**config.mk**
```make
export PLATFORM = sky130hd
export DESIGN_NAME = pausable_countdown_timer_top_flat
export DESIGN_NICKNAME = d
export VERILOG_FILES = /design/src/rtl/pcdt_pkg.sv /design/src/rtl/pcdt_ifs.sv /design/src/rtl/pausable_countdown_timer_top.sv /design/src/rtl/pcdt_div.sv /design/src/flat_wrapper.sv
export VERILOG_INCLUDE_DIRS = /design/src /design/src/rtl
export SDC_FILE = /design/constraint.sdc
export NUM_CORES = 1
export LEC_CHECK = 0
export BUFFER_PORTS_ARGS = -buffer_cell sky130_fd_sc_hd__buf_2
export CAP_MARGIN = 40
export CORE_UTILIZATION = 51
export CTS_BUF_LIST = sky130_fd_sc_hd__clkbuf_4 sky130_fd_sc_hd__clkbuf_8
export DETAILED_ROUTE_END_ITERATION = 12
export PLACE_DENSITY = 0.76
export SLEW_MARGIN = 20
export SYNTH_ARGS = -nofsm -noshare
export SYNTH_HDL_FRONTEND = slang
export SYNTH_SLANG_ARGS = --single-unit
```
**constraint.sdc**
```tcl
create_clock -name clk -period 18.7 [get_ports clk]
set_clock_uncertainty 0.1 [all_clocks]
set_input_delay 2.805 -clock clk [delete_from_list [all_inputs] [get_ports clk]]
set_output_delay 2.805 -clock clk [all_outputs]
set_load 0.005 [all_outputs]
```
**src/rtl/pausable_countdown_timer_top_macros.svh**
```systemverilog
`ifndef PAUSABLE_COUNTDOWN_TIMER_TOP_MACROS_SVH
`define PAUSABLE_COUNTDOWN_TIMER_TOP_MACROS_SVH

// Each macro expects signals named clk and rst_n in the module that uses it.

`define PCDT_ASSERT_ALWAYS(lbl, cond, msg) \
  lbl: assert property (@(posedge clk) disable iff (!rst_n) (cond)) else $error(msg);

`define PCDT_ASSERT_IMPLY(lbl, ante, cons, msg) \
  lbl: assert property (@(posedge clk) disable iff (!rst_n) (ante) |-> (cons)) else $error(msg);

`define PCDT_ASSERT_NEXT(lbl, ante, cons, msg) \
  lbl: assert property (@(posedge clk) disable iff (!rst_n) (ante) |=> (cons)) else $error(msg);

`endif

```
**src/rtl/pcdt_pkg.sv**
```systemverilog
`default_nettype none

package pcdt_pkg;

  localparam int FUNC_W  = 3;
  localparam int MIN_W   = 10;
  localparam int SECS_W  = 16;
  localparam int PHASE_W = 10;
  localparam int PCT_W   = 7;
  localparam int NUM_W   = 23;

  localparam int MAX_MINUTES      = 1023;
  localparam int TICKS_PER_SECOND = 1000;
  localparam int SECS_PER_MIN     = 60;
  localparam int PCT_SCALE        = 100;

  typedef enum logic [FUNC_W-1:0] {
    FN_TICK   = 3'd0,
    FN_START  = 3'd1,
    FN_SET    = 3'd2,
    FN_PAUSE  = 3'd3,
    FN_RESUME = 3'd4,
    FN_STOP   = 3'd5
  } func_t;

endpackage

`default_nettype wire

```
**src/rtl/pcdt_ifs.sv**
```systemverilog
`default_nettype none

interface pcdt_in_if;
  import pcdt_pkg::*;

  logic               valid;
  logic               ready;
  logic [FUNC_W-1:0]  func;
  logic [MIN_W-1:0]   minutes;

  modport source (output valid, func, minutes, input ready);
  modport sink   (input valid, func, minutes, output ready);
endinterface

interface pcdt_out_if;
  import pcdt_pkg::*;

  logic               valid;
  logic               ready;
  logic [SECS_W-1:0]  remaining_secs;
  logic [PCT_W-1:0]   percent_elapsed;
  logic               running;
  logic               held;
  logic               finished;

  modport source (output valid, remaining_secs, percent_elapsed, running, held, finished,
                  input ready);
  modport sink   (input valid, remaining_secs, percent_elapsed, running, held, finished,
                  output ready);
endinterface

`default_nettype wire

```
**src/rtl/pausable_countdown_timer_top.sv**
```systemverilog
// Countdown timer set in minutes and driven by millisecond tick requests.
// Input channel in_ch carries func (tick, start, set duration, pause, resume,
// stop) and minutes; the result channel out_ch returns one result per request
// with the remaining seconds, percent elapsed, running, held and finished.
// Both channels use valid/ready; a request moves on an edge where both are high.
// The timer state is updated on the accepting edge itself. A valid result then
// follows: the LOAD state forms the scaled elapsed time and starts the divider,
// the compare-and-subtract divider produces the percentage (one quotient bit per
// cycle), the DIV state hands the quotient over when it is done, and the PUSH
// state loads the output register.
// The next request is accepted once the previous result sits in the output
// register, so a new request is not taken while the previous one is in progress.
// If the receiver stalls, the result holds in the output register and one more
// request can be processed; it then waits until the register is free.
// Synchronous reset clears the timer to inactive, unpaused, zero duration,
// zero remaining time and zero phase, and empties the output register.
`default_nettype none

module pausable_countdown_timer_top (
  input  logic        clk,
  input  logic        rst_n,
  pcdt_in_if.sink     in_ch,
  pcdt_out_if.source  out_ch
);
  import pcdt_pkg::*;

`include "pausable_countdown_timer_top_macros.svh"

  typedef enum logic [1:0] {
    ST_IDLE,
    ST_LOAD,
    ST_DIV,
    ST_PUSH
  } state_t;

  localparam logic [PCT_W-1:0] PCT_MAX = PCT_W'(PCT_SCALE);

  state_t             state_r, state_nxt;
  logic               active_r, active_nxt;
  logic               paused_r, paused_nxt;
  logic [SECS_W-1:0]  dur_r, dur_nxt;
  logic [SECS_W-1:0]  left_r, left_nxt;
  logic [PHASE_W-1:0] phase_r, phase_nxt;
  logic               fin_r, fin_nxt;

  logic               out_valid_r, out_valid_nxt;
  logic [SECS_W-1:0]  left_o_r;
  logic [PCT_W-1:0]   pct_o_r;
  logic               run_o_r;
  logic               held_o_r;
  logic               fin_o_r;

  logic               accept;
  logic               push;
  func_t              func;
  logic [MIN_W-1:0]   min_sat;
  logic [SECS_W-1:0]  new_secs;
  logic [PHASE_W-1:0] phase_inc;
  logic [SECS_W:0]    sum;
  logic [SECS_W:0]    excess;
  logic [NUM_W-1:0]   div_num;
  logic               div_start;
  logic               div_done;
  logic [PCT_W-1:0]   div_quot;
  logic [PCT_W-1:0]   pct;

  assign accept    = in_ch.valid && in_ch.ready;
  assign func      = func_t'(in_ch.func);
  assign min_sat   = (in_ch.minutes > MIN_W'(MAX_MINUTES)) ? MIN_W'(MAX_MINUTES)
                                                            : in_ch.minutes;
  assign new_secs  = SECS_W'(min_sat) * SECS_W'(SECS_PER_MIN);
  assign phase_inc = phase_r + 1'b1;
  assign sum       = {1'b0, left_r} + {1'b0, new_secs};
  assign excess    = sum - {1'b0, dur_r};

  always_comb begin
    active_nxt = active_r;
    paused_nxt = paused_r;
    dur_nxt    = dur_r;
    left_nxt   = left_r;
    phase_nxt  = phase_r;
    fin_nxt    = fin_r;
    if (accept) begin
      fin_nxt = 1'b0;
      case (func)
        FN_TICK: begin
          if (active_r && !paused_r) begin
            phase_nxt = phase_inc;
            if (phase_inc >= PHASE_W'(TICKS_PER_SECOND)) begin
              phase_nxt = '0;
              if (left_r != '0) begin
                left_nxt = left_r - 1'b1;
              end
              if (left_r <= SECS_W'(1)) begin
                active_nxt = 1'b0;
                fin_nxt    = 1'b1;
              end
            end
          end
        end
        FN_START: begin
          dur_nxt    = new_secs;
          left_nxt   = new_secs;
          active_nxt = 1'b1;
          paused_nxt = 1'b0;
          phase_nxt  = '0;
        end
        FN_SET: begin
          if (left_r > new_secs) begin
            left_nxt = new_secs;
          end else if (dur_r != '0) begin
            if (sum <= {1'b0, dur_r}) begin
              left_nxt = '0;
            end else if (excess[SECS_W]) begin
              left_nxt = '1;
            end else begin
              left_nxt = excess[SECS_W-1:0];
            end
          end else begin
            left_nxt = new_secs;
          end
          dur_nxt = new_secs;
        end
        FN_PAUSE: begin
          if (active_r && !paused_r) begin
            paused_nxt = 1'b1;
          end
        end
        FN_RESUME: begin
          if (active_r && paused_r) begin
            paused_nxt = 1'b0;
            phase_nxt  = '0;
          end
        end
        FN_STOP: begin
          active_nxt = 1'b0;
          paused_nxt = 1'b0;
          left_nxt   = '0;
        end
        default: begin
        end
      endcase
    end
  end

  assign div_num   = NUM_W'(dur_r - left_r) * NUM_W'(PCT_SCALE);
  assign div_start = (state_r == ST_LOAD);
  assign pct       = ((dur_r == '0) || (left_r > dur_r)) ? '0 : div_quot;
  assign push      = (state_r == ST_PUSH) && (!out_valid_r || out_ch.ready);

  pcdt_div u_div (
    .clk   (clk),
    .rst_n (rst_n),
    .start (div_start),
    .num   (div_num),
    .den   (dur_r),
    .done  (div_done),
    .quot  (div_quot)
  );

  always_comb begin
    state_nxt = state_r;
    case (state_r)
      ST_IDLE: if (accept) state_nxt = ST_LOAD;
      ST_LOAD: state_nxt = ST_DIV;
      ST_DIV:  if (div_done) state_nxt = ST_PUSH;
      ST_PUSH: if (push) state_nxt = ST_IDLE;
      default: state_nxt = ST_IDLE;
    endcase
  end

  always_comb begin
    out_valid_nxt = out_valid_r;
    if (push) begin
      out_valid_nxt = 1'b1;
    end else if (out_ch.ready) begin
      out_valid_nxt = 1'b0;
    end
  end

  always_ff @(posedge clk) begin
    if (!rst_n) begin
      state_r     <= ST_IDLE;
      active_r    <= 1'b0;
      paused_r    <= 1'b0;
      dur_r       <= '0;
      left_r      <= '0;
      phase_r     <= '0;
      fin_r       <= 1'b0;
      out_valid_r <= 1'b0;
    end else begin
      state_r     <= state_nxt;
      active_r    <= active_nxt;
      paused_r    <= paused_nxt;
      dur_r       <= dur_nxt;
      left_r      <= left_nxt;
      phase_r     <= phase_nxt;
      fin_r       <= fin_nxt;
      out_valid_r <= out_valid_nxt;
    end
    if (push) begin
      left_o_r <= left_r;
      pct_o_r  <= pct;
      run_o_r  <= active_r;
      held_o_r <= paused_r;
      fin_o_r  <= fin_r;
    end
  end

  assign in_ch.ready            = (state_r == ST_IDLE);
  assign out_ch.valid           = out_valid_r;
  assign out_ch.remaining_secs  = left_o_r;
  assign out_ch.percent_elapsed = pct_o_r;
  assign out_ch.running         = run_o_r;
  assign out_ch.held            = held_o_r;
  assign out_ch.finished        = fin_o_r;

  `PCDT_ASSERT_ALWAYS(a_left_within_dur, left_r <= dur_r, "Remaining time exceeds duration.")
  `PCDT_ASSERT_IMPLY(a_held_needs_active, paused_r, active_r, "Paused while inactive.")
  `PCDT_ASSERT_IMPLY(a_pct_in_range, out_valid_r, pct_o_r <= PCT_MAX, "Percent above full scale.")
  `PCDT_ASSERT_IMPLY(a_fin_stopped, out_valid_r && fin_o_r, !run_o_r, "Finished while running.")
  `PCDT_ASSERT_NEXT(a_push_loads, push, out_valid_r && (state_r == ST_IDLE), "Result not loaded.")

endmodule

`default_nettype wire

```
**src/rtl/pcdt_div.sv**
```systemverilog
`default_nettype none

module pcdt_div (
  input  logic                      clk,
  input  logic                      rst_n,
  input  logic                      start,
  input  logic [pcdt_pkg::NUM_W-1:0]  num,
  input  logic [pcdt_pkg::SECS_W-1:0] den,
  output logic                      done,
  output logic [pcdt_pkg::PCT_W-1:0]  quot
);
  import pcdt_pkg::*;

  localparam int CNT_W = $clog2(PCT_W);

  logic             busy_r, busy_nxt;
  logic             done_r, done_nxt;
  logic [CNT_W-1:0] cnt_r, cnt_nxt;
  logic [NUM_W-1:0] rem_r, rem_nxt;
  logic [NUM_W-1:0] dsh_r, dsh_nxt;
  logic [PCT_W-1:0] q_r, q_nxt;
  logic             fits;

  // One compare and subtract per cycle, one quotient bit per cycle.
  assign fits = (rem_r >= dsh_r);

  always_comb begin
    busy_nxt = busy_r;
    done_nxt = 1'b0;
    cnt_nxt  = cnt_r;
    rem_nxt  = rem_r;
    dsh_nxt  = dsh_r;
    q_nxt    = q_r;
    if (start) begin
      busy_nxt = 1'b1;
      cnt_nxt  = CNT_W'(PCT_W - 1);
      rem_nxt  = num;
      dsh_nxt  = NUM_W'(den) << (PCT_W - 1);
      q_nxt    = '0;
    end else if (busy_r) begin
      if (fits) begin
        rem_nxt = rem_r - dsh_r;
      end
      q_nxt   = {q_r[PCT_W-2:0], fits};
      dsh_nxt = dsh_r >> 1;
      if (cnt_r == '0) begin
        busy_nxt = 1'b0;
        done_nxt = 1'b1;
      end else begin
        cnt_nxt = cnt_r - 1'b1;
      end
    end
  end

  always_ff @(posedge clk) begin
    if (!rst_n) begin
      busy_r <= 1'b0;
      done_r <= 1'b0;
      cnt_r  <= '0;
    end else begin
      busy_r <= busy_nxt;
      done_r <= done_nxt;
      cnt_r  <= cnt_nxt;
    end
    rem_r <= rem_nxt;
    dsh_r <= dsh_nxt;
    q_r   <= q_nxt;
  end

  assign done = done_r;
  assign quot = q_r;

endmodule

`default_nettype wire
```
**src/flat_wrapper.sv**
```systemverilog
// flat-port wrapper written by rule: the top's interface ports become plain ports
module pausable_countdown_timer_top_flat import pcdt_pkg::*;
  (clk, rst_n, in_ch_valid, in_ch_func, in_ch_minutes, in_ch_ready, out_ch_valid, out_ch_remaining_secs, out_ch_percent_elapsed, out_ch_running, out_ch_held, out_ch_finished, out_ch_ready);
  pcdt_in_if in_ch_i ();
  pcdt_out_if out_ch_i ();
  input  logic clk;
  input  logic rst_n;
  input wire logic [$bits(in_ch_i.valid)-1:0] in_ch_valid;
  input wire logic [$bits(in_ch_i.func)-1:0] in_ch_func;
  input wire logic [$bits(in_ch_i.minutes)-1:0] in_ch_minutes;
  output wire logic [$bits(in_ch_i.ready)-1:0] in_ch_ready;
  output wire logic [$bits(out_ch_i.valid)-1:0] out_ch_valid;
  output wire logic [$bits(out_ch_i.remaining_secs)-1:0] out_ch_remaining_secs;
  output wire logic [$bits(out_ch_i.percent_elapsed)-1:0] out_ch_percent_elapsed;
  output wire logic [$bits(out_ch_i.running)-1:0] out_ch_running;
  output wire logic [$bits(out_ch_i.held)-1:0] out_ch_held;
  output wire logic [$bits(out_ch_i.finished)-1:0] out_ch_finished;
  input wire logic [$bits(out_ch_i.ready)-1:0] out_ch_ready;
  assign in_ch_i.valid = in_ch_valid;
  assign in_ch_i.func = in_ch_func;
  assign in_ch_i.minutes = in_ch_minutes;
  assign in_ch_ready = in_ch_i.ready;
  assign out_ch_valid = out_ch_i.valid;
  assign out_ch_remaining_secs = out_ch_i.remaining_secs;
  assign out_ch_percent_elapsed = out_ch_i.percent_elapsed;
  assign out_ch_running = out_ch_i.running;
  assign out_ch_held = out_ch_i.held;
  assign out_ch_finished = out_ch_i.finished;
  assign out_ch_i.ready = out_ch_ready;
  pausable_countdown_timer_top u_core (.clk(clk), .rst_n(rst_n), .in_ch(in_ch_i), .out_ch(out_ch_i));
endmodule
```
==> results of run 1 <==
-- worst min path at each step --
stage,to,slack (ns),start,depth (start not counted)
6_report,u_core.out_ch.finished$_DFFE_PP_,0.35,u_core.fin_r$_SDFFE_PN0P_,0
5_1_grt,u_core.out_ch.finished$_DFFE_PP_,0.36,u_core.fin_r$_SDFFE_PN0P_,0
4_1_cts,u_core.out_ch.finished$_DFFE_PP_,0.34,u_core.fin_r$_SDFFE_PN0P_,0
3_5_place_dp,u_core.out_ch.finished$_DFFE_PP_,0.33,u_core.fin_r$_SDFFE_PN0P_,0
3_3_place_gp,u_core.out_ch.finished$_DFFE_PP_,0.32,u_core.fin_r$_SDFFE_PN0P_,0
2_1_floorplan,u_core.out_ch.finished$_DFFE_PP_,0.31,u_core.fin_r$_SDFFE_PN0P_,0
-- cell type report --
class	count	share of cell area (%)
clock inverters	15	1.31
repair buffers	54	2.45
inverters	179	5.28
flip-flops and latches	129	25.3
multi-input cells	1020	61.0
well taps	285	2.80
clock buffers	17	1.84
-- metrics by stage --
step           instances  utilization [%]  setup WS, ns
2_1_floorplan       1374                -         10.56
3_3_place_gp        1663             54.0          9.60
3_5_place_dp        1666             54.1          9.53
4_1_cts             1698             55.9         10.00
5_1_grt             1699             56.0          9.49
6_report            1699             56.0         10.01
-- routing by layer --
layer	routed length (um)	vias to the layer above
met4	905	0
met3	1940	69
met1	12400	4679
met2	13800	346
met5	0	-
li1	-	4853
-- worst register-to-register path, stage by stage (launching register included) --
cell and delay (ns):
dfxtp_1 0.65, inv_1 0.26, ha_1 0.47, a21o_1 0.26
a221oi_1 0.44, a21oi_1 0.19, and2_1 0.21, nor2_1 0.24
ha_1 0.29, ha_1 0.27, inv_1 0.05, fa_1 0.54
inv_1 0.05, ha_1 0.22, or3_1 0.37, a211oi_1 0.34
nor2_1 0.12, a41oi_1 0.39, a21oi_1 0.17, a31oi_1 0.22
xnor2_1 0.15, a22o_1 0.20
-- placed cells by master (no fill, tap or decap), types with 4 or more instances in the layout --
master | Yosys | routed
o211a_1 | 6 | 6
o211ai_1 | 13 | 13
o21bai_1 | 12 | 12
dfxtp_1 | 66 | 66
and2_1 | 20 | 20
nand2_1 | 82 | 82
o21ai_0 | 89 | 89
clkbuf_8 | 4 | 17
nor2_1 | 89 | 89
nor4_1 | 8 | 8
nand3_1 | 29 | 29
and3_1 | 12 | 12
a211o_1 | 4 | 4
buf_4 | 1 | 8
a22o_1 | 5 | 5
a21o_1 | 32 | 32
inv_8 | 0 | 4
edfxtp_1 | 63 | 63
inv_1 | 179 | 179
nand2b_1 | 25 | 25
fa_1 | 31 | 31
or3_1 | 6 | 6
mux2i_1 | 24 | 24
o22ai_1 | 16 | 16
nand4_1 | 7 | 7
nor3b_1 | 6 | 6
a21boi_0 | 6 | 6
buf_2 | 2 | 44
nor2b_1 | 27 | 26
or4_1 | 5 | 5
nor3_1 | 23 | 22
o21a_1 | 20 | 20
a21oi_1 | 91 | 91
xor2_1 | 41 | 41
ha_1 | 157 | 156
xnor2_1 | 57 | 57
a211oi_1 | 8 | 8
inv_6 | 0 | 5
a221oi_1 | 10 | 10
a31oi_1 | 11 | 10
-- state kept, by name, summed over array words and instances, names as in the netlist, 2 cells and up --
register	count
u_core.u_div.rem_r	23
u_core.u_div.dsh_r	22
u_core.left_r	16
u_core.out_ch.remaining_secs	16
u_core.dur_r	14
u_core.phase_r	10
u_core.out_ch.percent_elapsed	7
u_core.u_div.quot	7
u_core.u_div.cnt_r	3
u_core.state_r	2
-- cell families after synthesis --
logic type | after synthesis
AOI/OAI and AO/OA | 356
xor gates and xnor gates | 98
and+or+nand+nor | 353
adders and majority gates | 189
muxes | 24
buffers and inverters | 225
DFF | 129
==> out/metrics.csv, run 1 <==
stage,metric,value,unit
yosys,main area contributors after synthesis,"ha_1, edfxtp_1, dfxtp_1",
worst_setup_path,FF-to-FF setup slack,12.26,ns
detailed_routing,number of vias per cell,5.85,
cts,CTS Buf Count,17,
worst_setup_path,worst path bufs/invs,3,
cts,CTS Sinks,129,
timing,setup violators final,0,
worst_setup_path,WP data required,18.99,ns
cts,post-cts resize count,0,
global_route,Total GRT Usage,24.8,%
worst_setup_path,CP Class,input port to register,
yosys,Post-Synth Adder-Cell Area,21.8,%
cts,"Hold-fix buffers, CTS",0,
timing,setup tns final,0,ns
yosys,register area share after synthesis,27.0,%
yosys,Cell variety after synth,73,
global_route,number of global-route vias before repair,9622,
placement,area post-placement,12300,um2
detailed_routing,Iter 0 DRT Violations,733,
yosys,Post-Synthesis Net Count,1579,
cts,TritonCTS clock tree,built,
worst_setup_path,Crit path largest cell delay,0.61,ns
timing,fin crit period,8.69,ns
yosys,complex-gate fraction of the synthesized area,19.3,%
yosys,Post-synth EDFFs,63,
yosys,multiplexer area fraction after synthesis,2.02,%
cts,htree depth,4,
final_layout,area of the multi-input gates,7760,um2
global_route,initial antenna violation count,0,
cts,clk buf depth,2,
detailed_routing,vias post-DR,9947,
cts,Post CTS Setup Buffer Count,0,
timing,fmax,0.115,GHz
yosys,#FFs+latches synth,129,
floorplan,die height,155,um
final_layout,Storage cell area,3210,um2
yosys,Synth Instances,1374,
worst_setup_path,crit path to,u_core.left_r[10]$_SDFFE_PN0P_,
yosys,Yosys warning count,0,
yosys,share of flip-flops with an asynchronous set or reset,0,%
yosys,Yosys top cell by area,ha_1,
yosys,simple-gate share of the synthesized area,14.8,%
detailed_routing,antenna-violating nets left,0,
global_route,routing usage on met2,42.0,%
timing,worst-margin pin slew,0.753,ns
worst_setup_path,CP Capture Type,register,
timing,worst hold slack,0.352,ns
yosys,largest family of logic cells by synthesized area,adder cells,
yosys,syn avg cell area,8.65,um2
final_layout,fillers,2069,
worst_setup_path,Critical-path top delay cell,a221oi_1,
worst_setup_path,most frequent CP cell,ha_1,
yosys,Commonest cells post-synth,"inv_1, ha_1, a21oi_1",
worst_setup_path,maximum fanout along the worst path,15,
worst_setup_path,Reg2Reg Depth,21,
floorplan,Die ar.,23900,um2
yosys,top cell type's share of synthesized area,16.5,%
final_layout,area grow syn2layout,7.03,%
final_layout,share of layout cells above drive strength 1,7.28,%
flow_run,maxcap violations,0,
detailed_routing,detailed-route DRC error count,0,
worst_setup_path,Worst path depth,26,
floorplan,die width,155,um
yosys,"Cell Area, Synth",11900,um2
global_route,met1 Usage GRT,31.3,%
min_path,Hold WC Path Type,register to register,
cts,root buffer cell,clkbuf_8,
placement,HPWL after detailed placement,22200,um
worst_setup_path,critical path arrival,8.98,ns
worst_setup_path,r2r endpoint,u_core.u_div.rem_r[22]$_DFFE_PP_,
placement,port bufs,44,
worst_setup_path,Worst setup startpoint,in_ch_minutes[0],
timing,Worst slew margin,49.7,%
floorplan,Site Rows,55,
global_route,GRT busiest layer,met2,
outcome,status,completed,
timing,final period utilization,46.5,%
floorplan,Core ar.,22700,um2
floorplan,Ports,45,
worst_setup_path,RR Startpoint,u_core.left_r[0]$_SDFFE_PN0P_,
final_layout,ANT cells,0,
placement,global placement routability congestion,0.939,
detailed_routing,Routed WL,29000,um
timing,Final Hold Vio Count,0,
timing,RSZ-0062 raised after global routing,false,
yosys,dominant synthesized flop cell,dfxtp_1,
detailed_routing,Avg WL per Cell,17.1,um
final_layout,Final #Nets,1606,
global_route,first-pass GRT wire length,47100,um
yosys,XOR/XNOR Fraction of Synth Area,7.22,%
final_layout,final instance area,12700,um2
worst_setup_path,"CP delay by family, top",compound AO/OA/AOI/OAI gates,
detailed_routing,DRT Pass-1 Iters,5,
floorplan,Initial Utilization,52.3,%
cts,clock latency on the worst-skew pair,0.47,ns
timing,"Slew Viols, Final",0,
global_route,total grt overflow,0,
worst_setup_path,CP Launch Type,input port,
global_route,met3 usage,4.20,%
yosys,most frequent cell after synthesis,inv_1,
cts,clock slew at reported path FFs,0.09,ns
global_route,largest net degree at the start of global routing,54,
Power of run 1 is left out: the tool's default activity adds up to more than one toggle a clock period on the data nets, which glitch-free logic cannot reach.
==> run 2, diff against run 1 <==
PLACE_DENSITY = 0.78   (was 0.76)
clock period = 7.8 ns   (was 18.7 ns; I/O delays follow)
==> out/metrics.csv, run 2 (synthesis gave the netlist of run 1 again) <==
stage,metric,value,unit,change
worst_setup_path,FF-to-FF setup slack,1.46,ns,-10.80 ns
worst_setup_path,Crit path largest cell delay,0.53,ns,-0.08 ns
worst_setup_path,CP Launch Type,input port,,
detailed_routing,Avg WL per Cell,17.1,um,about the same
final_layout,max reg flops,23,,unchanged
flow_run,maxcap violations,0,,unchanged
global_route,initial antenna violation count,0,,unchanged
final_layout,area grow syn2layout,7.42,%,
worst_setup_path,maximum fanout along the worst path,9,,-6
timing,Worst slew margin,42.5,%,-7.3 points
cts,post-cts resize count,0,,unchanged
placement,placed cells,1668,,+0.12%
cts,TritonCTS clock tree,built,,
floorplan,Die ar.,23900,um2,unchanged
final_layout,fillers,2028,,-2.0%
worst_setup_path,CP Class,input port to register,,
min_path,hold path depth,2,,+2
worst_setup_path,Reg2Reg Depth,22,,+4.8%
global_route,first-pass GRT wire length,47300,um,+0.29%
worst_setup_path,WP data required,8.08,ns,-10.91 ns
timing,"Slew Viols, Final",0,,unchanged
floorplan,Ports,45,,unchanged
placement,global placement routability congestion,0.940,,+0.12%
cts,htree depth,4,,unchanged
timing,fin crit period,6.84,ns,
final_layout,most frequent cells in the layout,"inv_1, ha_1, a21oi_1",,
floorplan,die width,155,um,unchanged
detailed_routing,detailed-route DRC error count,0,,unchanged
detailed_routing,Routed WL,29000,um,+0.11%
timing,Final Hold Vio Count,0,,unchanged
worst_setup_path,CP Capture Type,register,,
global_route,total grt overflow,0,,unchanged
global_route,largest net degree at the start of global routing,54,,unchanged
timing,worst-margin pin slew,0.855,ns,+0.102 ns
detailed_routing,Iter 0 DRT Violations,792,,+8.0%
cts,root buffer cell,clkbuf_8,,
detailed_routing,DRT Pass-1 Iters,5,,unchanged
floorplan,Site Rows,55,,unchanged
timing,RSZ-0062 raised after global routing,false,,
final_layout,share of layout cells above drive strength 1,7.42,%,+0.13 points
final_layout,Storage cell area,3210,um2,unchanged
worst_setup_path,Worst path depth,26,,unchanged
worst_setup_path,worst path bufs/invs,4,,+1
worst_setup_path,"CP delay by family, top",compound AO/OA/AOI/OAI gates,,
final_layout,ANT cells,0,,unchanged
detailed_routing,antenna-violating nets left,0,,unchanged
placement,port bufs,44,,unchanged
detailed_routing,vias post-DR,9906,,-0.41%
min_path,Hold WC Path Type,register to register,,
cts,Post CTS Setup Buffer Count,0,,unchanged
cts,CTS Sinks,129,,unchanged
placement,HPWL after detailed placement,22200,um,about the same
final_layout,Largest regs,"u_core.u_div.rem_r (23), u_core.u_div.dsh_r (22)",,
cts,"Hold-fix buffers, CTS",0,,unchanged
worst_setup_path,critical path arrival,7.12,ns,-1.86 ns
global_route,number of global-route vias before repair,9706,,+0.87%
outcome,status,completed,,
worst_setup_path,Critical-path top delay cell,fa_1,,
cts,CTS Buf Count,17,,unchanged
final_layout,Finished Core Util,56.2,%,+0.20 points
final_layout,area of the multi-input gates,7760,um2,unchanged
floorplan,Initial Utilization,52.3,%,unchanged
timing,fmax,0.146,GHz,
final_layout,largest reg by FF count,u_core.u_div.rem_r,,
cts,clk buf depth,2,,unchanged
timing,setup tns final,0,ns,unchanged
cts,clock slew at reported path FFs,0.08,ns,about the same
floorplan,die height,155,um,unchanged
timing,final period utilization,87.7,%,
final_layout,Finished Layout Cells,1701,,+0.12%
final_layout,Final #Nets,1608,,+0.12%
final_layout,"most common cell after layout, fill and taps aside",inv_1,,
timing,setup violators final,0,,unchanged
floorplan,Core ar.,22700,um2,unchanged
global_route,Total GRT Usage,24.8,%,+0.047 points
detailed_routing,number of vias per cell,5.82,,-0.53%
cts,clock latency on the worst-skew pair,0.48,ns,about the same
## run 2: cell count changes in the layout (fill, tap and decap cells not counted)
cell	delta
buf_4	+2
bufinv_16	+2
clkinvlp_4	+2
inv_6	-2
clkinv_2	+1
clkinv_4	-1
clkinv_8	-1
inv_4	-1
## run 2: worst min-delay path, delay by kind of cell, from the launching register on
kind	cells	cell delay, ns
compound gates	1	0.06
buf+inv	1	0.06
flops	1	0.30
## run 2: cell type report
cell class / instances / area share [%]
Multi-Input combinational cell: 1020 / 60.8
Timing Repair Buffer: 56 / 2.56
Tap cell: 285 / 2.79
Clock buffer: 17 / 1.83
Sequential cell: 129 / 25.2
Inverter: 179 / 5.26
Clock inverter: 15 / 1.55
## run 2: per-layer routing
layer,share of wire (%),global-route usage (%)
met1,43,30.2
met2,49,43.5
met3,5.8,4.29
met4,2.8,9.95
met5,0,0
## run 2: worst paths after layout
check / start / to
max reg2reg: u_core.left_r[0]$_SDFFE_PN0P_ / u_core.u_div.rem_r[22]$_DFFE_PP_
min: u_core.u_div.rem_r[0]$_SDFFE_PP0P_ / u_core.u_div.rem_r[0]$_SDFFE_PP0P_
max: in_ch_minutes[0] / u_core.left_r[1]$_SDFFE_PN0P_
min reg2reg: u_core.u_div.rem_r[0]$_SDFFE_PP0P_ / u_core.u_div.rem_r[0]$_SDFFE_PP0P_
## run 2: per-stage QoR
step                      instance area [um2]  setup slack (ns)  hold slack [ns]
after global placement                  12300             0.723            0.346
after floorplan                         11900              1.29            0.308
after CTS                               12700             0.962            0.371
after global routing                    12800             0.534            0.396
after detailed placement                12300             0.558            0.358
final                                   12800             0.959            0.364
Power of run 2 is left out for the same reason.
